## src/rtl/sfp_pkg.sv

```systemverilog
// ============================================================================
// sfp_pkg
// Shared types and constants for the sensor frame parser with moving sum.
// ============================================================================
package sfp_pkg;

    // Frame layout: sync byte, eleven data bytes, one checksum byte.
    localparam int unsigned FRAME_HIST = 12;
    localparam int unsigned SKIP_LEN   = 12;
    localparam int unsigned SUM_W      = 22;

    // Default ring length and register reset values.
    localparam int unsigned WINDOW_SAMPLES_DEF = 20;
    localparam logic [7:0]  SYNC_RESET         = 8'hFF;
    localparam logic [7:0]  QLIMIT_RESET       = 8'd15;

    // APB port geometry.
    localparam int unsigned ADDR_W = 3;
    localparam int unsigned DATA_W = 32;

    // Request kinds on the input channel.
    typedef enum logic [1:0] {
        MODE_BYTE    = 2'd0,
        MODE_QUERY   = 2'd1,
        MODE_TIMEOUT = 2'd2,
        MODE_NONE    = 2'd3
    } mode_t;

    // Result event codes.
    typedef enum logic [1:0] {
        EV_NONE  = 2'd0,
        EV_FRAME = 2'd1,
        EV_FAULT = 2'd2
    } event_t;

    // Register index, taken from paddr bit 2.
    typedef enum logic {
        REG_SYNC   = 1'b0,
        REG_QLIMIT = 1'b1
    } reg_idx_t;

endpackage

```

## src/rtl/sfp_if.sv

```systemverilog
// ============================================================================
// sfp_if
// Valid/ready channels for input requests and result requests.
// ============================================================================
interface sfp_in_if;
    logic       valid;
    logic       ready;
    logic [1:0] mode;
    logic [7:0] data_byte;

    modport source (output valid, output mode, output data_byte, input ready);
    modport sink   (input valid, input mode, input data_byte, output ready);
endinterface

interface sfp_out_if;
    logic               valid;
    logic               ready;
    logic [1:0]         event_res;
    logic signed [21:0] voc_sum;
    logic [15:0]        voc_sample;
    logic [15:0]        temperature_centi;
    logic [15:0]        humidity_centi;
    logic               sensor_fault;
    logic [7:0]         missed_queries;

    modport source (output valid, output event_res, output voc_sum, output voc_sample,
                    output temperature_centi, output humidity_centi,
                    output sensor_fault, output missed_queries, input ready);
    modport sink   (input valid, input event_res, input voc_sum, input voc_sample,
                    input temperature_centi, input humidity_centi,
                    input sensor_fault, input missed_queries, output ready);
endinterface

```

## src/rtl/sensor_frame_parser_moving_sum.sv

```systemverilog
// ============================================================================
// sensor_frame_parser_moving_sum
// Frame scanner over a byte stream with a moving sum of VOC samples.
// ============================================================================
// A result is shown in the cycle after its request is accepted.
// Throughput: one request per cycle while the output register is free or being taken.
// The byte window and sample ring are shift chains of cells; a running
// checksum register keeps the frame test to one add and compare per byte.
// Reset clears all state but the output data registers, sets sync_byte to 0xFF and query_limit to 15.
module sensor_frame_parser_moving_sum
    import sfp_pkg::*;
#(
    parameter int unsigned WINDOW_SAMPLES = WINDOW_SAMPLES_DEF
) (
    input  logic              clk,
    input  logic              rst_n,
    input  logic              psel,
    input  logic              penable,
    input  logic              pwrite,
    input  logic [ADDR_W-1:0] paddr,
    input  logic [DATA_W-1:0] pwdata,
    output logic [DATA_W-1:0] prdata,
    output logic              pready,
    sfp_in_if.sink            in_ch,
    sfp_out_if.source         out_ch
);

    // ------------------------------------------------------------------
    // Configuration registers.
    // ------------------------------------------------------------------
    logic [7:0] sync_reg,   sync_next;
    logic [7:0] qlimit_reg, qlimit_next;
    logic       cfg_wr;
    reg_idx_t   cfg_idx;

    assign pready  = 1'b1;
    assign cfg_wr  = psel && penable && pwrite;
    assign cfg_idx = reg_idx_t'(paddr[2]);

    always_comb
    begin
        sync_next   = sync_reg;
        qlimit_next = qlimit_reg;
        if (cfg_wr)
        begin
            unique case (cfg_idx)
                REG_SYNC:   sync_next   = pwdata[7:0];
                REG_QLIMIT: qlimit_next = pwdata[7:0];
                default:    sync_next   = sync_reg;
            endcase
        end
    end

    // Read data decode.
    always_comb
    begin
        unique case (cfg_idx)
            REG_SYNC:   prdata = {{(DATA_W-8){1'b0}}, sync_reg};
            REG_QLIMIT: prdata = {{(DATA_W-8){1'b0}}, qlimit_reg};
            default:    prdata = '0;
        endcase
    end

    always_ff @(posedge clk or negedge rst_n)
    begin
        if (!rst_n)
        begin
            sync_reg   <= SYNC_RESET;
            qlimit_reg <= QLIMIT_RESET;
        end
        else
        begin
            sync_reg   <= sync_next;
            qlimit_reg <= qlimit_next;
        end
    end

    // ------------------------------------------------------------------
    // Handshake: accept whenever the output register is free or draining.
    // ------------------------------------------------------------------
    logic  out_valid_reg, out_valid_next;
    logic  in_acc;
    mode_t mode;

    assign in_ch.ready = !out_valid_reg || out_ch.ready;
    assign in_acc      = in_ch.valid && in_ch.ready;
    assign mode        = mode_t'(in_ch.mode);

    logic byte_shift;
    assign byte_shift = in_acc && (mode == MODE_BYTE);

    // ------------------------------------------------------------------
    // Byte window: cell 0 holds the oldest byte (frame byte 0).
    // ------------------------------------------------------------------
    logic [7:0] win [FRAME_HIST];

    genvar gi;
    generate
        for (gi = 0; gi < FRAME_HIST; gi++)
        begin : g_byte
            logic [7:0] feed;
            if (gi == FRAME_HIST - 1)
            begin : g_last
                assign feed = in_ch.data_byte;
            end
            else
            begin : g_mid
                assign feed = win[gi+1];
            end
            sfp_cell #(.WIDTH(8)) u_cell (
                .clk   (clk),
                .rst_n (rst_n),
                .shift (byte_shift),
                .din   (feed),
                .dout  (win[gi])
            );
        end
    endgenerate

    // Running checksum of window bytes 1..11 (mod 256).
    logic [7:0] csum_reg, csum_next;
    logic [7:0] csum_total;
    logic [3:0] skip_reg, skip_next;
    logic       frame_hit;
    logic       frame_take;

    assign csum_total = csum_reg + in_ch.data_byte;
    assign frame_hit  = (win[0] == sync_reg) && (csum_total == 8'd0);
    assign frame_take = byte_shift && (skip_reg == 4'd0) && frame_hit;

    always_comb
    begin
        csum_next = byte_shift ? (csum_total - win[1]) : csum_reg;
    end

    // ------------------------------------------------------------------
    // Sample ring: cell 0 holds the newest sample, the last cell the oldest.
    // ------------------------------------------------------------------
    logic [15:0] ring [WINDOW_SAMPLES];
    logic [15:0] new_sample;

    assign new_sample = {win[6], win[7]};

    generate
        for (gi = 0; gi < WINDOW_SAMPLES; gi++)
        begin : g_ring
            logic [15:0] feed;
            if (gi == 0)
            begin : g_first
                assign feed = new_sample;
            end
            else
            begin : g_rest
                assign feed = ring[gi-1];
            end
            sfp_cell #(.WIDTH(16)) u_cell (
                .clk   (clk),
                .rst_n (rst_n),
                .shift (frame_take),
                .din   (feed),
                .dout  (ring[gi])
            );
        end
    endgenerate

    // ------------------------------------------------------------------
    // Frame, query and timeout state.
    // ------------------------------------------------------------------
    logic [SUM_W-1:0] sum_reg,    sum_next;
    logic [15:0]      temp_reg,   temp_next;
    logic [15:0]      hum_reg,    hum_next;
    logic [7:0]       missed_reg, missed_next;
    logic             fault_reg,  fault_next;
    event_t           ev;

    always_comb
    begin
        skip_next   = skip_reg;
        sum_next    = sum_reg;
        temp_next   = temp_reg;
        hum_next    = hum_reg;
        missed_next = missed_reg;
        fault_next  = fault_reg;
        ev          = EV_NONE;
        if (in_acc)
        begin
            unique case (mode)
                MODE_BYTE:
                begin
                    if (skip_reg != 4'd0)
                    begin
                        skip_next = skip_reg - 4'd1;
                    end
                    else if (frame_hit)
                    begin
                        skip_next   = 4'(SKIP_LEN);
                        sum_next    = sum_reg + SUM_W'(new_sample)
                                      - SUM_W'(ring[WINDOW_SAMPLES-1]);
                        temp_next   = {win[8], win[9]};
                        hum_next    = {win[10], win[11]};
                        missed_next = 8'd0;
                        fault_next  = 1'b0;
                        ev          = EV_FRAME;
                    end
                end
                MODE_QUERY:
                begin
                    if (missed_reg != 8'hFF)
                    begin
                        missed_next = missed_reg + 8'd1;
                    end
                end
                MODE_TIMEOUT:
                begin
                    if (missed_reg >= qlimit_reg)
                    begin
                        sum_next   = '0;
                        temp_next  = '0;
                        hum_next   = '0;
                        fault_next = 1'b1;
                        ev         = EV_FAULT;
                    end
                end
                default:
                begin
                    ev = EV_NONE;
                end
            endcase
        end
    end

    always_ff @(posedge clk or negedge rst_n)
    begin
        if (!rst_n)
        begin
            csum_reg   <= '0;
            skip_reg   <= '0;
            sum_reg    <= '0;
            temp_reg   <= '0;
            hum_reg    <= '0;
            missed_reg <= '0;
            fault_reg  <= 1'b0;
        end
        else
        begin
            csum_reg   <= csum_next;
            skip_reg   <= skip_next;
            sum_reg    <= sum_next;
            temp_reg   <= temp_next;
            hum_reg    <= hum_next;
            missed_reg <= missed_next;
            fault_reg  <= fault_next;
        end
    end

    // ------------------------------------------------------------------
    // Output register.
    // ------------------------------------------------------------------
    logic [1:0]  ev_out_reg;
    logic [SUM_W-1:0] sum_out_reg;
    logic [15:0] sample_out_reg;
    logic [15:0] temp_out_reg;
    logic [15:0] hum_out_reg;
    logic        fault_out_reg;
    logic [7:0]  missed_out_reg;

    always_comb
    begin
        out_valid_next = in_acc || (out_valid_reg && !out_ch.ready);
    end

    always_ff @(posedge clk or negedge rst_n)
    begin
        if (!rst_n)
        begin
            out_valid_reg <= 1'b0;
        end
        else
        begin
            out_valid_reg <= out_valid_next;
        end
    end

    always_ff @(posedge clk)
    begin
        if (in_acc)
        begin
            ev_out_reg     <= ev;
            sum_out_reg    <= sum_next;
            sample_out_reg <= frame_take ? new_sample : ring[0];
            temp_out_reg   <= temp_next;
            hum_out_reg    <= hum_next;
            fault_out_reg  <= fault_next;
            missed_out_reg <= missed_next;
        end
    end

    assign out_ch.valid             = out_valid_reg;
    assign out_ch.event_res         = ev_out_reg;
    assign out_ch.voc_sum           = $signed(sum_out_reg);
    assign out_ch.voc_sample        = sample_out_reg;
    assign out_ch.temperature_centi = temp_out_reg;
    assign out_ch.humidity_centi    = hum_out_reg;
    assign out_ch.sensor_fault      = fault_out_reg;
    assign out_ch.missed_queries    = missed_out_reg;

    // ------------------------------------------------------------------
    // Assertions.
    // ------------------------------------------------------------------

    // The untested-byte count never exceeds one frame's tail.
    a_skip_bound: assert property (@(posedge clk) disable iff (!rst_n)
        skip_reg <= 4'(SKIP_LEN))
        else $error("skip count out of range");

    // An accepted frame arms the skip count for the next twelve bytes.
    a_skip_armed: assert property (@(posedge clk) disable iff (!rst_n)
        frame_take |=> (skip_reg == 4'(SKIP_LEN)))
        else $error("skip count not armed after frame");

    // A frame result reports a cleared fault and miss count.
    a_frame_clears: assert property (@(posedge clk) disable iff (!rst_n)
        (out_ch.valid && out_ch.event_res == EV_FRAME) |->
        (!out_ch.sensor_fault && out_ch.missed_queries == 8'd0))
        else $error("frame result with stale fault state");

    // A fault result reports zeroed readings and the fault flag.
    a_fault_zeroes: assert property (@(posedge clk) disable iff (!rst_n)
        (out_ch.valid && out_ch.event_res == EV_FAULT) |->
        (out_ch.sensor_fault && out_ch.voc_sum == '0 &&
         out_ch.temperature_centi == 16'd0 && out_ch.humidity_centi == 16'd0))
        else $error("fault result with live readings");

    // State only moves on an accepted request.
    a_state_quiet: assert property (@(posedge clk) disable iff (!rst_n)
        !in_acc |=> ($stable(sum_reg) && $stable(missed_reg) && $stable(skip_reg)))
        else $error("state changed without a request");

endmodule

```

## src/rtl/sfp_cell.sv

```systemverilog
// ============================================================================
// sfp_cell
// One storage cell of a shift chain: loads its neighbor's value on a shift.
// ============================================================================
module sfp_cell
    import sfp_pkg::*;
#(
    parameter int unsigned WIDTH = 8
) (
    input  logic             clk,
    input  logic             rst_n,
    input  logic             shift,
    input  logic [WIDTH-1:0] din,
    output logic [WIDTH-1:0] dout
);

    logic [WIDTH-1:0] value_reg;
    logic [WIDTH-1:0] value_next;

    // Take the neighbor's value when the chain moves.
    always_comb
    begin
        value_next = shift ? din : value_reg;
    end

    always_ff @(posedge clk or negedge rst_n)
    begin
        if (!rst_n)
        begin
            value_reg <= '0;
        end
        else
        begin
            value_reg <= value_next;
        end
    end

    assign dout = value_reg;

endmodule

```

## src/flat_wrapper.sv

```systemverilog
// flat-port wrapper written by rule: the top's interface ports become plain ports
module sensor_frame_parser_moving_sum_flat import sfp_pkg::*;
#(
    parameter int unsigned WINDOW_SAMPLES = WINDOW_SAMPLES_DEF
)
  (clk, rst_n, psel, penable, pwrite, paddr, pwdata, prdata, pready, in_ch_valid, in_ch_mode, in_ch_data_byte, in_ch_ready, out_ch_valid, out_ch_event_res, out_ch_voc_sum, out_ch_voc_sample, out_ch_temperature_centi, out_ch_humidity_centi, out_ch_sensor_fault, out_ch_missed_queries, out_ch_ready);
  sfp_in_if in_ch_i ();
  sfp_out_if out_ch_i ();
  input  logic clk;
  input  logic rst_n;
  input  logic psel;
  input  logic penable;
  input  logic pwrite;
  input  logic [ADDR_W-1:0] paddr;
  input  logic [DATA_W-1:0] pwdata;
  output logic [DATA_W-1:0] prdata;
  output logic pready;
  input wire logic [$bits(in_ch_i.valid)-1:0] in_ch_valid;
  input wire logic [$bits(in_ch_i.mode)-1:0] in_ch_mode;
  input wire logic [$bits(in_ch_i.data_byte)-1:0] in_ch_data_byte;
  output wire logic [$bits(in_ch_i.ready)-1:0] in_ch_ready;
  output wire logic [$bits(out_ch_i.valid)-1:0] out_ch_valid;
  output wire logic [$bits(out_ch_i.event_res)-1:0] out_ch_event_res;
  output wire logic [$bits(out_ch_i.voc_sum)-1:0] out_ch_voc_sum;
  output wire logic [$bits(out_ch_i.voc_sample)-1:0] out_ch_voc_sample;
  output wire logic [$bits(out_ch_i.temperature_centi)-1:0] out_ch_temperature_centi;
  output wire logic [$bits(out_ch_i.humidity_centi)-1:0] out_ch_humidity_centi;
  output wire logic [$bits(out_ch_i.sensor_fault)-1:0] out_ch_sensor_fault;
  output wire logic [$bits(out_ch_i.missed_queries)-1:0] out_ch_missed_queries;
  input wire logic [$bits(out_ch_i.ready)-1:0] out_ch_ready;
  assign in_ch_i.valid = in_ch_valid;
  assign in_ch_i.mode = in_ch_mode;
  assign in_ch_i.data_byte = in_ch_data_byte;
  assign in_ch_ready = in_ch_i.ready;
  assign out_ch_valid = out_ch_i.valid;
  assign out_ch_event_res = out_ch_i.event_res;
  assign out_ch_voc_sum = out_ch_i.voc_sum;
  assign out_ch_voc_sample = out_ch_i.voc_sample;
  assign out_ch_temperature_centi = out_ch_i.temperature_centi;
  assign out_ch_humidity_centi = out_ch_i.humidity_centi;
  assign out_ch_sensor_fault = out_ch_i.sensor_fault;
  assign out_ch_missed_queries = out_ch_i.missed_queries;
  assign out_ch_i.ready = out_ch_ready;
  sensor_frame_parser_moving_sum #(.WINDOW_SAMPLES(WINDOW_SAMPLES)) u_core (.clk(clk), .rst_n(rst_n), .psel(psel), .penable(penable), .pwrite(pwrite), .paddr(paddr), .pwdata(pwdata), .prdata(prdata), .pready(pready), .in_ch(in_ch_i), .out_ch(out_ch_i));
endmodule
```

## config.mk

```make
export PLATFORM = sky130hd
export DESIGN_NAME = sensor_frame_parser_moving_sum_flat
export DESIGN_NICKNAME = d
export VERILOG_FILES = /design/src/rtl/sfp_pkg.sv /design/src/rtl/sfp_if.sv /design/src/rtl/sensor_frame_parser_moving_sum.sv /design/src/rtl/sfp_cell.sv /design/src/flat_wrapper.sv
export SDC_FILE = /design/constraint.sdc
export NUM_CORES = 1
export LEC_CHECK = 0
export BUFFER_PORTS_ARGS = -buffer_cell sky130_fd_sc_hd__buf_2
export CAP_MARGIN = 10
export CORE_ASPECT_RATIO = 1.2
export CORE_MARGIN = 1.5
export CORE_UTILIZATION = 32
export CTS_CLUSTER_DIAMETER = 80
export CTS_CLUSTER_SIZE = 14
export DETAILED_ROUTE_END_ITERATION = 10
export GPL_TIMING_DRIVEN = 0
export PLACE_DENSITY = 0.46
export SYNTH_ARGS = -nofsm -noshare
export SYNTH_HDL_FRONTEND = slang
export SYNTH_SLANG_ARGS = --single-unit
export TNS_END_PERCENT = 5
```

## constraint.sdc

```tcl
create_clock -name clk -period 4.2 [get_ports clk]
set_input_delay 0.21 -clock clk [delete_from_list [all_inputs] [get_ports clk]]
set_output_delay 0.21 -clock clk [all_outputs]
set_load 0.02 [all_outputs]
```

; Word-level counts from Yosys, hierarchy flattened
; Cells that the tools add are included.
[totals]
register_bits = 589
in_bits = 52
output_inout_bits = 116
word_cells = 114
[classes]
add_sub_neg = 6
n_lt_le_gt_ge = 1
n_eq_ne = 4
n_mux = 33
bitwise_logic = 1
n_reduce_logical = 20
[op_table]
columns = operator, n
row1 = $mux 16, 9
row2 = $mux 22, 4
row3 = $pmux 16 s2, 2
row4 = $pmux 32 s2, 1
row5 = $pmux 22 s2, 1
row6 = $mux 8, 4
row7 = $add 22x16->22, 1
row8 = $sub 22x16->22, 1
row9 = $pmux 8 s2, 1
row10 = $add 8x1->8 const B, 1
row11 = $add 8x8->8, 1
row12 = $eq 8x8->1, 1
row13 = $ge 8x8->1, 1
row14 = $logic_and 1x1->1, 8
row15 = $logic_not 8->1, 1
row16 = $mux 4, 2
row17 = $ne 8x8->1 const B, 1
row18 = $sub 8x8->8, 1
row19 = $mux 1, 5
row20 = $logic_not 4->1, 1
row21 = $mux 2, 2
row22 = $pmux 2 s2, 1
row23 = $reduce_and 2->1, 2
row24 = $reduce_bool 4->1, 1
row25 = other kinds (10), 12

; Longest topological paths before layout
; Gate-level depths: netlist (run 1).
[logic_depth]
ltp_word = 7
ltp_mapped = 15
ltp_nobuf = 13

; By module
; From an unflattened synthesis (run 1), not the netlist that was laid out.
[unflattened]
hier_cells = 1663
hier_area_um2 = 26057.5
[by_module_without_submodules]
columns = mod, n_inst, cells_per_inst, area_each_um2, seq_area_each_um2
row1 = sfp_cell (u_core.g_ring[0].u_cell ...), 20, 34, 649.4, 400.4
row2 = sensor_frame_parser_moving_sum, 1, 779, 9091.2, 4749.6
row3 = sfp_cell (u_core.g_byte[0].u_cell ...), 12, 17, 331.6, 200.2

; Worst setup path before layout (run 1)
; No wires, ideal clock.
[synth_path]
path_type = register to register
from = register u_core.out_valid_reg, in the netlist u_core.out_ch.valid
to = register u_core.hum_out_reg[10], in the netlist u_core.out_ch.humidity_centi[10] (data pin)
setup_time_ns = 0.260
arrival_ns = 3.545
required_time_ns = 3.940
path_slack_ns = 0.394
path_stages_with_launch = 9
path_buffers = 2
period_less_slack_ns = 3.806
cell_sequence = dfrtp_1 -> nand2b_1 -> nand2_1 -> inv_1 -> nand2_1 -> o22a_1 -> clkbuf_1 -> clkbuf_1 -> a22o_1
[synth_via]
elab_chain_len = 4
[synth_lines]
columns = element, line_no
row1 = "start, declared", sensor_frame_parser_moving_sum.sv:81  ; logic out_valid_reg, out_valid_next;
row2 = "start signal, assigned", sensor_frame_parser_moving_sum.sv:280  ; out_valid_reg <= out_valid_next;
row3 = $logic_not 1->1, sensor_frame_parser_moving_sum.sv:85  ; assign in_ch.ready = !out_valid_reg || out_ch.ready;
row4 = $logic_or 1x1->1, sensor_frame_parser_moving_sum.sv:85
row5 = via in_ch_ready, flat_wrapper.sv:21  ; output wire logic [$bits(in_ch_i.ready)-1:0] in_ch_ready;
row6 = $logic_and 1x1->1, sensor_frame_parser_moving_sum.sv:86  ; assign in_acc = in_ch.valid && in_ch.ready;
row7 = via u_core.in_acc, sensor_frame_parser_moving_sum.sv:82  ; logic in_acc;
row8 = $mux 16, sensor_frame_parser_moving_sum.sv:185  ; if (in_acc)
row9 = via u_core.hum_next[10], sensor_frame_parser_moving_sum.sv:171  ; logic [15:0] hum_reg, hum_next;
row10 = "end signal, assigned", sensor_frame_parser_moving_sum.sv:292  ; hum_out_reg <= hum_next;
row11 = "end, declared", sensor_frame_parser_moving_sum.sv:263  ; logic [15:0] hum_out_reg;
; The timed path passes the listed nets, and every way through them passes these cells.
; A chain may end at the register's enable or synchronous reset.

; Worst setup path in the final report (run 1)
[layout_path]
from = input in_ch_data_byte[0]
to = register u_core.sample_out_reg[0], in the netlist u_core.out_ch.voc_sample[0] (data pin)
[layout_via]
elab_chain_len = 5
[layout_lines]
columns = element, line_no
row1 = "start, declared", flat_wrapper.sv:20  ; input wire logic [$bits(in_ch_i.data_byte)-1:0] in_ch_data_byte;
row2 = $add 8x8->8, sensor_frame_parser_moving_sum.sv:127  ; assign csum_total = csum_reg + in_ch.data_byte;
row3 = $logic_not 8->1, sensor_frame_parser_moving_sum.sv:128  ; assign frame_hit = (win[0] == sync_reg) && (csum_total == 8'd0);
row4 = $logic_and 1x1->1, sensor_frame_parser_moving_sum.sv:128
row5 = $logic_and 1x1->1, sensor_frame_parser_moving_sum.sv:129  ; assign frame_take = byte_shift && (skip_reg == 4'd0) && frame_hit;
row6 = $mux 16, sensor_frame_parser_moving_sum.sv:290  ; sample_out_reg <= frame_take ? new_sample : ring[0];
row7 = "end signal, assigned", sensor_frame_parser_moving_sum.sv:290
row8 = "end, declared", sensor_frame_parser_moving_sum.sv:261  ; logic [15:0] sample_out_reg;
; Every way passes these cells.

==> run_results.csv, run 1 <==
group,metric,value,unit
timing,skew,26.1,ps
timing,relSlewSlack,48.3,%
placement,place_area,26300,sq um
clock_network,root_buffer,"clkbuf_16",
worst_setup_path,r2r-start,"u_core.g_byte[7].u_cell.dout[6]$_DFFE_PN0P_",
timing,rsz0062_at_grt,"yes",
synth,synth_top_area_share,51.3,%
synth,yosysWarnings,0,
synth,ys_top_cells_by_count,"dfrtp_1 (496), mux2_2 (375), inv_1 (99)",
worst_setup_path,cp-end-kind,"flip-flop",
power,p_leak,13.6,nW
worst_setup_path,path_max_fanout,10,
clock_network,cts-htree-levels,2,
timing,max_freq,256,MHz
timing,hold_viol_final,0,
cells_and_area,syn_to_final_growth,15.1,%
route,vias_per_cell,4.52,
cells_and_area,drive_gt1_share,35.0,%
timing,worst_pin_slew,776,ps
synth,yosysSeqAreaShare,62.6,%
route,route.vias.total,13200,
synth,synth-simple-area-share,3.52,%
synth,synthAdderAreaFrac,3.81,%
timing,fin_tns_setup,0,ps
placement,gp_congestion,0.796,
global_route,grt_max_degree,102,
synth,synth-seq-cells,589,
power,vdd_drop_max,273,uV
worst_setup_path,worst_ep_required_time,4530,ps
global_route,grt_pass1_wl,82200,um
worst_setup_path,path_cells,"dlygate4sd3_1, buf_2, ha_1, inv_1, fa_1, nand2b_1, a2111o_1, o311ai_1, nor2_1, o211ai_1, or3_1, clkbuf_1, buf_2, buf_6, buf_6, mux2_4",
floorplan,core_area,75000,sq um
placement,port_buffers,115,
global_route,overflow,0,
hold_path,worstHoldStart,"in_ch_mode[1]",
synth,synth.area.top_cells,"dfrtp_1 (51%), mux2_2 (17%), edfxtp_1 (10%)",
clock_network,clkLatencyLatePin,600,ps
worst_setup_path,slowest_delay,530,ps
synth,synth.mux.area_fraction,19.3,%
floorplan,die_x,254,um
timing,min_period_over_period,93.0,%
floorplan,ios,168,
global_route,antenna_found_initial,0,
synth,yosys.area.top_type,"dfrtp_1",
flow_run,maxCapViolations,0,
timing,setup_slack,295,ps
route,firstDrtPassIters,4,
cells_and_area,largest_reg_flops,320,
worst_setup_path,cp_data_arrival_time,4240,ps
timing,setup_violations,0,
clock_network,cts.sinks,589,
timing,final.min_clock_period,3910,ps
route,drtIter0Drc,619,
floorplan,die_area,77300,sq um
cells_and_area,final_nets,2000,
synth,yosysMostFrequentCell,"dfrtp_1",
placement,dpl.hpwl,36700,um
worst_setup_path,cp-startpoint,"in_ch_data_byte[0]",
clock_network,clkTransAtPathRegs,70,ps
placement,place_ws,-156,ps
route,drc,0,
clock_network,tritoncts,"done",
synth,synth_area,24200,sq um
global_route,grtUsageTotal,13.6,%
synth,ys_types,62,
synth,synth_top_family_by_area,"multiplexers",
synth,synth_cells,1671,
worst_setup_path,path_buf_inv,7,
worst_setup_path,startpoint_type,"input port",
worst_setup_path,crit_family,"buffers and inverters",
outcome,status,"finished, final reports clean",
power,powerDensity,504,nW/um^2
synth,synth-xor-area-share,1.37,%
floorplan,num_rows,110,
worst_setup_path,critPathSlowestCell,"dlygate4sd3_1",
clock_network,cts_max_path_buffers,3,
global_route,grt_pass1_vias,14100,
floorplan,start_util,32.3,%
cells_and_area,design_area,27900,sq um
timing,drv_slew,0,
route,wl_per_cell,17.5,um
synth,synth_compound_area_share,5.49,%
synth,syn_avg_cell_area,14.5,sq um
floorplan,die_y,304,um
worst_setup_path,critPathKind,"in2reg",
cells_and_area,diodes,0,
synth,synthFlopType,"dfrtp_1",
synth,synth-edff-count,81,
route,routed_wl,51100,um
clock_network,cts_buffers,48,
route,antenna_left,0,
hold_path,hold_path_class,"in2reg",
synth,synthArstFlopShare,86.2,%
-- layout by cell type, fill, tap and decap left out, types with 4 or more instances in the layout --
cell,count
nor4_1,4
buf_6,4
or3_1,4
xor2_1,22
clkbuf_1,49
edfxtp_1,81
o21ai_0,74
buf_16,6
a211oi_1,5
and3_1,6
a21o_1,22
fa_1,18
or2_2,6
buf_4,43
a21oi_1,24
dfstp_2,12
a22o_1,36
nand2_1,81
buf_2,126
dlygate4sd3_1,20
clkbuf_16,48
xnor2_1,16
a31oi_1,5
nand3_1,14
nand2b_1,9
nor2_1,34
inv_1,98
ha_1,45
mux2_2,375
clkbuf_2,5
dfrtp_1,496
nor3_1,7
mux2_4,30
conb_1,25
o21ai_1,7
-- worst paths after layout --
| kind | to | slack, ps | depth (start not counted) |
|---|---|---|---|
| max | u_core.out_ch.voc_sample[0]$_DFFE_PP_ | 290 | 16 |
| min | u_core.sum_reg[2]$_DFF_PN0_ | 80 | 3 |
| max reg2reg | u_core.out_ch.voc_sum[15]$_DFFE_PP_ | 290 | 11 |
| min reg2reg | u_core.g_byte[5].u_cell.dout[7]$_DFFE_PN0P_ | 480 | 2 |
| max in group asynchronous | u_core.g_ring[1].u_cell.dout[14]$_DFFE_PN0P_ | 1930 | 6 |
| min in group asynchronous | u_core.temp_reg[6]$_DFF_PN0_ | 170 | 2 |
-- final cells by class --
| class | instances | area, sq um |
|---|---|---|
| tap | 1008 | 1260 |
| timing repair buffer | 141 | 951 |
| buffer | 91 | 554 |
| clock inverter | 4 | 56.3 |
| inverter | 99 | 374 |
| multi-input combinational | 915 | 8220 |
| sequential | 589 | 15200 |
| clock buffer | 71 | 1300 |
| fill | 7239 | 47100 |
-- stage by stage --
step                util [%]  power (mW)  hold WS [ps]  instances
floorplan                  -        8.98         -85.6       1694
global placement        34.8        9.92           418       2817
detailed placement      35.1        9.99           221       2823
CTS                     37.1        14.3          40.6       2918
global route            37.2        14.9           135       2918
finish                  37.2        14.0          83.3       2918
-- worst reg2reg max path, stage by stage (launching register included) --
cell and delay (ps):
dfrtp_1 380, inv_1 330, fa_1 500, inv_1 70, ha_1 300, a21o_1 210, a21oi_1 200, nor4bb_1 620
o311ai_1 330, a31oi_1 290, xor2_1 110, o21ai_1 350
-- per-layer routing --
| layer | wire length, um | vias up | global-route usage, % |
|---|---|---|---|
| met5 | 0 | - | 0 |
| met4 | 2130 | 0 | 5.52 |
| met3 | 1620 | 80 | 2.02 |
| met2 | 26000 | 215 | 24.0 |
| met1 | 21400 | 6648 | 16.5 |
| li1 | - | 6250 | - |
-- cells by family after synthesis --
kind of cell,count (synthesis)
flops,589
mux,406
compound gates,202
fa+ha+maj,63
buf+inv,190
other cells,2
xor+xnor,38
simple gates,181
-- power breakdown --
group          internal [mW]  switching, mW  leakage, nW  total, mW
combinational           1.44           1.91         5.20       3.35
clock                   2.14           2.03        0.652       4.17
sequential              6.22          0.299         7.73       6.52
total                   9.80           4.25         13.6       14.0
-- repair_timing --
item                                    in CTS  in global routing
endpoints found under the setup margin       3                 44
resized for setup                            3                 12
hold endpoints to repair                   101                  0
setup buffers                                0                  0
hold buffers                                20                  0
gates cloned                                 0                  0
Note: power is estimated with default switching activity, not from simulation.
==> run 2, diff against run 1 <==
--- a/config.mk
+++ b/config.mk
@@ -15,6 +15,7 @@
 export DETAILED_ROUTE_END_ITERATION = 10
 export GPL_TIMING_DRIVEN = 0
 export PLACE_DENSITY = 0.46
+export REMOVE_ABC_BUFFERS = 1
 export SYNTH_ARGS = -nofsm -noshare
 export SYNTH_HDL_FRONTEND = slang
 export SYNTH_SLANG_ARGS = --single-unit
==> run 2 against run 1 <==
Compared with the run above:
- via count down 1.7%
- hold slack worse by 42 ps
- cell count down 2.3%
- sequential power about the same
- die area unchanged
- sequential share of layout area up 0.25 points
- total power up 0.88%
- highest routed layer unchanged
- wire length down 7.3%
==> run_results.csv, run 2 (synthesis gave the netlist of run 1 again) <==
group,metric,value,unit
route,drtIter0Drc,605,
global_route,overflow,0,
route,drc,0,
route,vias_per_cell,4.55,
worst_setup_path,slowest_delay,400,ps
cells_and_area,syn_to_final_growth,14.6,%
worst_setup_path,cp_data_arrival_time,4400,ps
timing,drv_slew,0,
cells_and_area,diodes,0,
power,powerDensity,511,nW/um^2
timing,skew,17.3,ps
clock_network,cts_buffers,48,
timing,worst_pin_slew,1050,ps
timing,final.min_clock_period,3940,ps
outcome,status,"finished, final reports clean",
timing,rsz0062_at_grt,"no",
placement,gp_congestion,0.766,
worst_setup_path,cpMostUsedCell,"buf_16",
clock_network,cts_max_path_buffers,3,
cells_and_area,nFillCells,7184,
worst_setup_path,critPathSlowestCell,"fa_1",
clock_network,clkTransAtPathRegs,70,ps
worst_setup_path,cp-startpoint,"u_core.csum_reg[0]$_DFFE_PN0P_",
floorplan,core_area,75000,sq um
floorplan,start_util,32.3,%
route,antenna_left,0,
worst_setup_path,r2r-end,"u_core.g_ring[18].u_cell.dout[1]$_DFFE_PN0P_",
cells_and_area,final_cell_mix,"dfrtp_1 (496), mux2_2 (375), buf_2 (115)",
cells_and_area,drive_gt1_share,33.9,%
cells_and_area,final_nets,1924,
floorplan,die_area,77300,sq um
worst_setup_path,worst_ep_required_time,4660,ps
timing,max_freq,254,MHz
floorplan,die_y,304,um
clock_network,cts-htree-levels,2,
timing,min_period_over_period,93.9,%
clock_network,root_buffer,"clkbuf_16",
clock_network,clkLatencyLatePin,590,ps
worst_setup_path,crit_end,"u_core.g_ring[18].u_cell.dout[1]$_DFFE_PN0P_",
worst_setup_path,r2r-start,"u_core.csum_reg[0]$_DFFE_PN0P_",
worst_setup_path,r2r_cells,14,
hold_path,hold_path_class,"in2reg",
power,design_power_total,14.2,mW
route,routed_wl,47400,um
global_route,grtUsageTotal,12.5,%
route,route.vias.total,13000,
global_route,grt_max_degree,120,
flow_run,maxCapViolations,0,
clock_network,tritoncts,"done",
cells_and_area,final_common_cell,"dfrtp_1",
floorplan,ios,168,
global_route,grt_pass1_vias,13600,
worst_setup_path,path_max_fanout,55,
route,firstDrtPassIters,4,
placement,port_buffers,116,
route,wl_per_cell,16.6,um
worst_setup_path,path_cells,"ha_1, inv_1, fa_1, nand2b_1, a2111o_1, o311ai_1, nor2_1, o211ai_1, or3_4, buf_16, buf_16, buf_16, buf_16, mux2_2",
timing,relSlewSlack,29.1,%
floorplan,num_rows,110,
power,p_leak,13.5,nW
floorplan,die_x,254,um
worst_setup_path,critPathKind,"reg2reg",
placement,dpl.hpwl,29900,um
clock_network,cts.sinks,589,
power,vdd_drop_max,291,uV
worst_setup_path,startpoint_type,"flip-flop",
global_route,antenna_found_initial,2,
cells_and_area,largest_reg_flops,320,
timing,hold_viol_final,0,
timing,setup_violations,0,
hold_path,worstHoldStart,"in_ch_mode[0]",
worst_setup_path,r2r_slack,260,ps
global_route,grt_pass1_wl,76700,um
timing,fin_tns_setup,0,ps
worst_setup_path,cp-end-kind,"flip-flop",
[run 2: cell count changes in the layout (fill, tap and decap cells not counted), sizes merged]
cell,previous run,this run
or3,4,6
dlygate4sd3,20,19
inv,102,100
bufbuf,0,2
clkbuf,103,81
buf,180,133
[run 2: repair_timing]
item                       CTS  global route
hold endpoints to repair   109             0
setup endpoints to repair  208           130
pin swaps                    2             1
hold buffers                19             0
resized for setup            5             1
setup buffers                1             1
gates cloned                 5             0
[run 2: critical path: cells and delay by family (launching register included)]
family          cells  cell delay [ps]
compound gates      3              700
fa+ha+maj           2              610
buf+inv             5             1090
flops               1              350
mux                 1              370
simple gates        3              580
[run 2: layout make-up]
| class | instances | area (sq um) | area share (%) |
|---|---|---|---|
| Sequential cell | 589 | 15200 | 54.6 |
| Multi-Input combinational cell | 917 | 8260 | 29.8 |
| Clock buffer | 81 | 1400 | 5.04 |
| Timing Repair Buffer | 154 | 1270 | 4.56 |
| Tap cell | 1008 | 1260 | 4.55 |
| Inverter | 99 | 374 | 1.35 |
| Clock inverter | 2 | 25.0 | 0.0902 |
[run 2: how the worst min path moves through the flow]
stage	end	slack, ps	cells past startpoint
after global routing	u_core.out_ch.event_res[1]$_DFFE_PP_	20	2
after floorplan	u_core.csum_reg[0]$_DFFE_PN0P_	-90	0
after detailed placement	u_core.g_ring[4].u_cell.dout[15]$_DFFE_PN0P_	260	1
after CTS	u_core.out_ch.event_res[1]$_DFFE_PP_	4	2
after global placement	u_core.out_ch.valid$_DFF_PN0_	420	2
final	u_core.missed_reg[0]$_DFF_PN0_	40	2
[run 2: metrics by stage]
step / hold slack [ps] / utilization (%) / setup slack, ps / std cells / area [sq um]
floorplan: -85.6 / - / -6710 / 1603 / 23700
global placement: 417 / 34.1 / -12380 / 2727 / 25600
detailed placement: 259 / 34.7 / -623 / 2741 / 26000
CTS: 4.40 / 37.0 / 25.4 / 2849 / 27700
global route: 19.3 / 37.0 / 0.294 / 2850 / 27700
finish: 41.5 / 37.0 / 256 / 2850 / 27700
[run 2: routing by layer]
layer	track usage [%]	part of all wire, %	wire length, um
met1	16.9	46	21700
met2	20.8	48	22800
met3	2.02	4.0	1880
met4	3.45	2.2	1050
met5	0	0	0
[run 2: power breakdown]
part | leakage (nW) | internal, mW | switching [mW]
combinational | 5.07 | 1.44 | 1.94
sequential | 7.73 | 6.22 | 0.285
clock | 0.681 | 2.26 | 2.02
total | 13.5 | 9.92 | 4.24
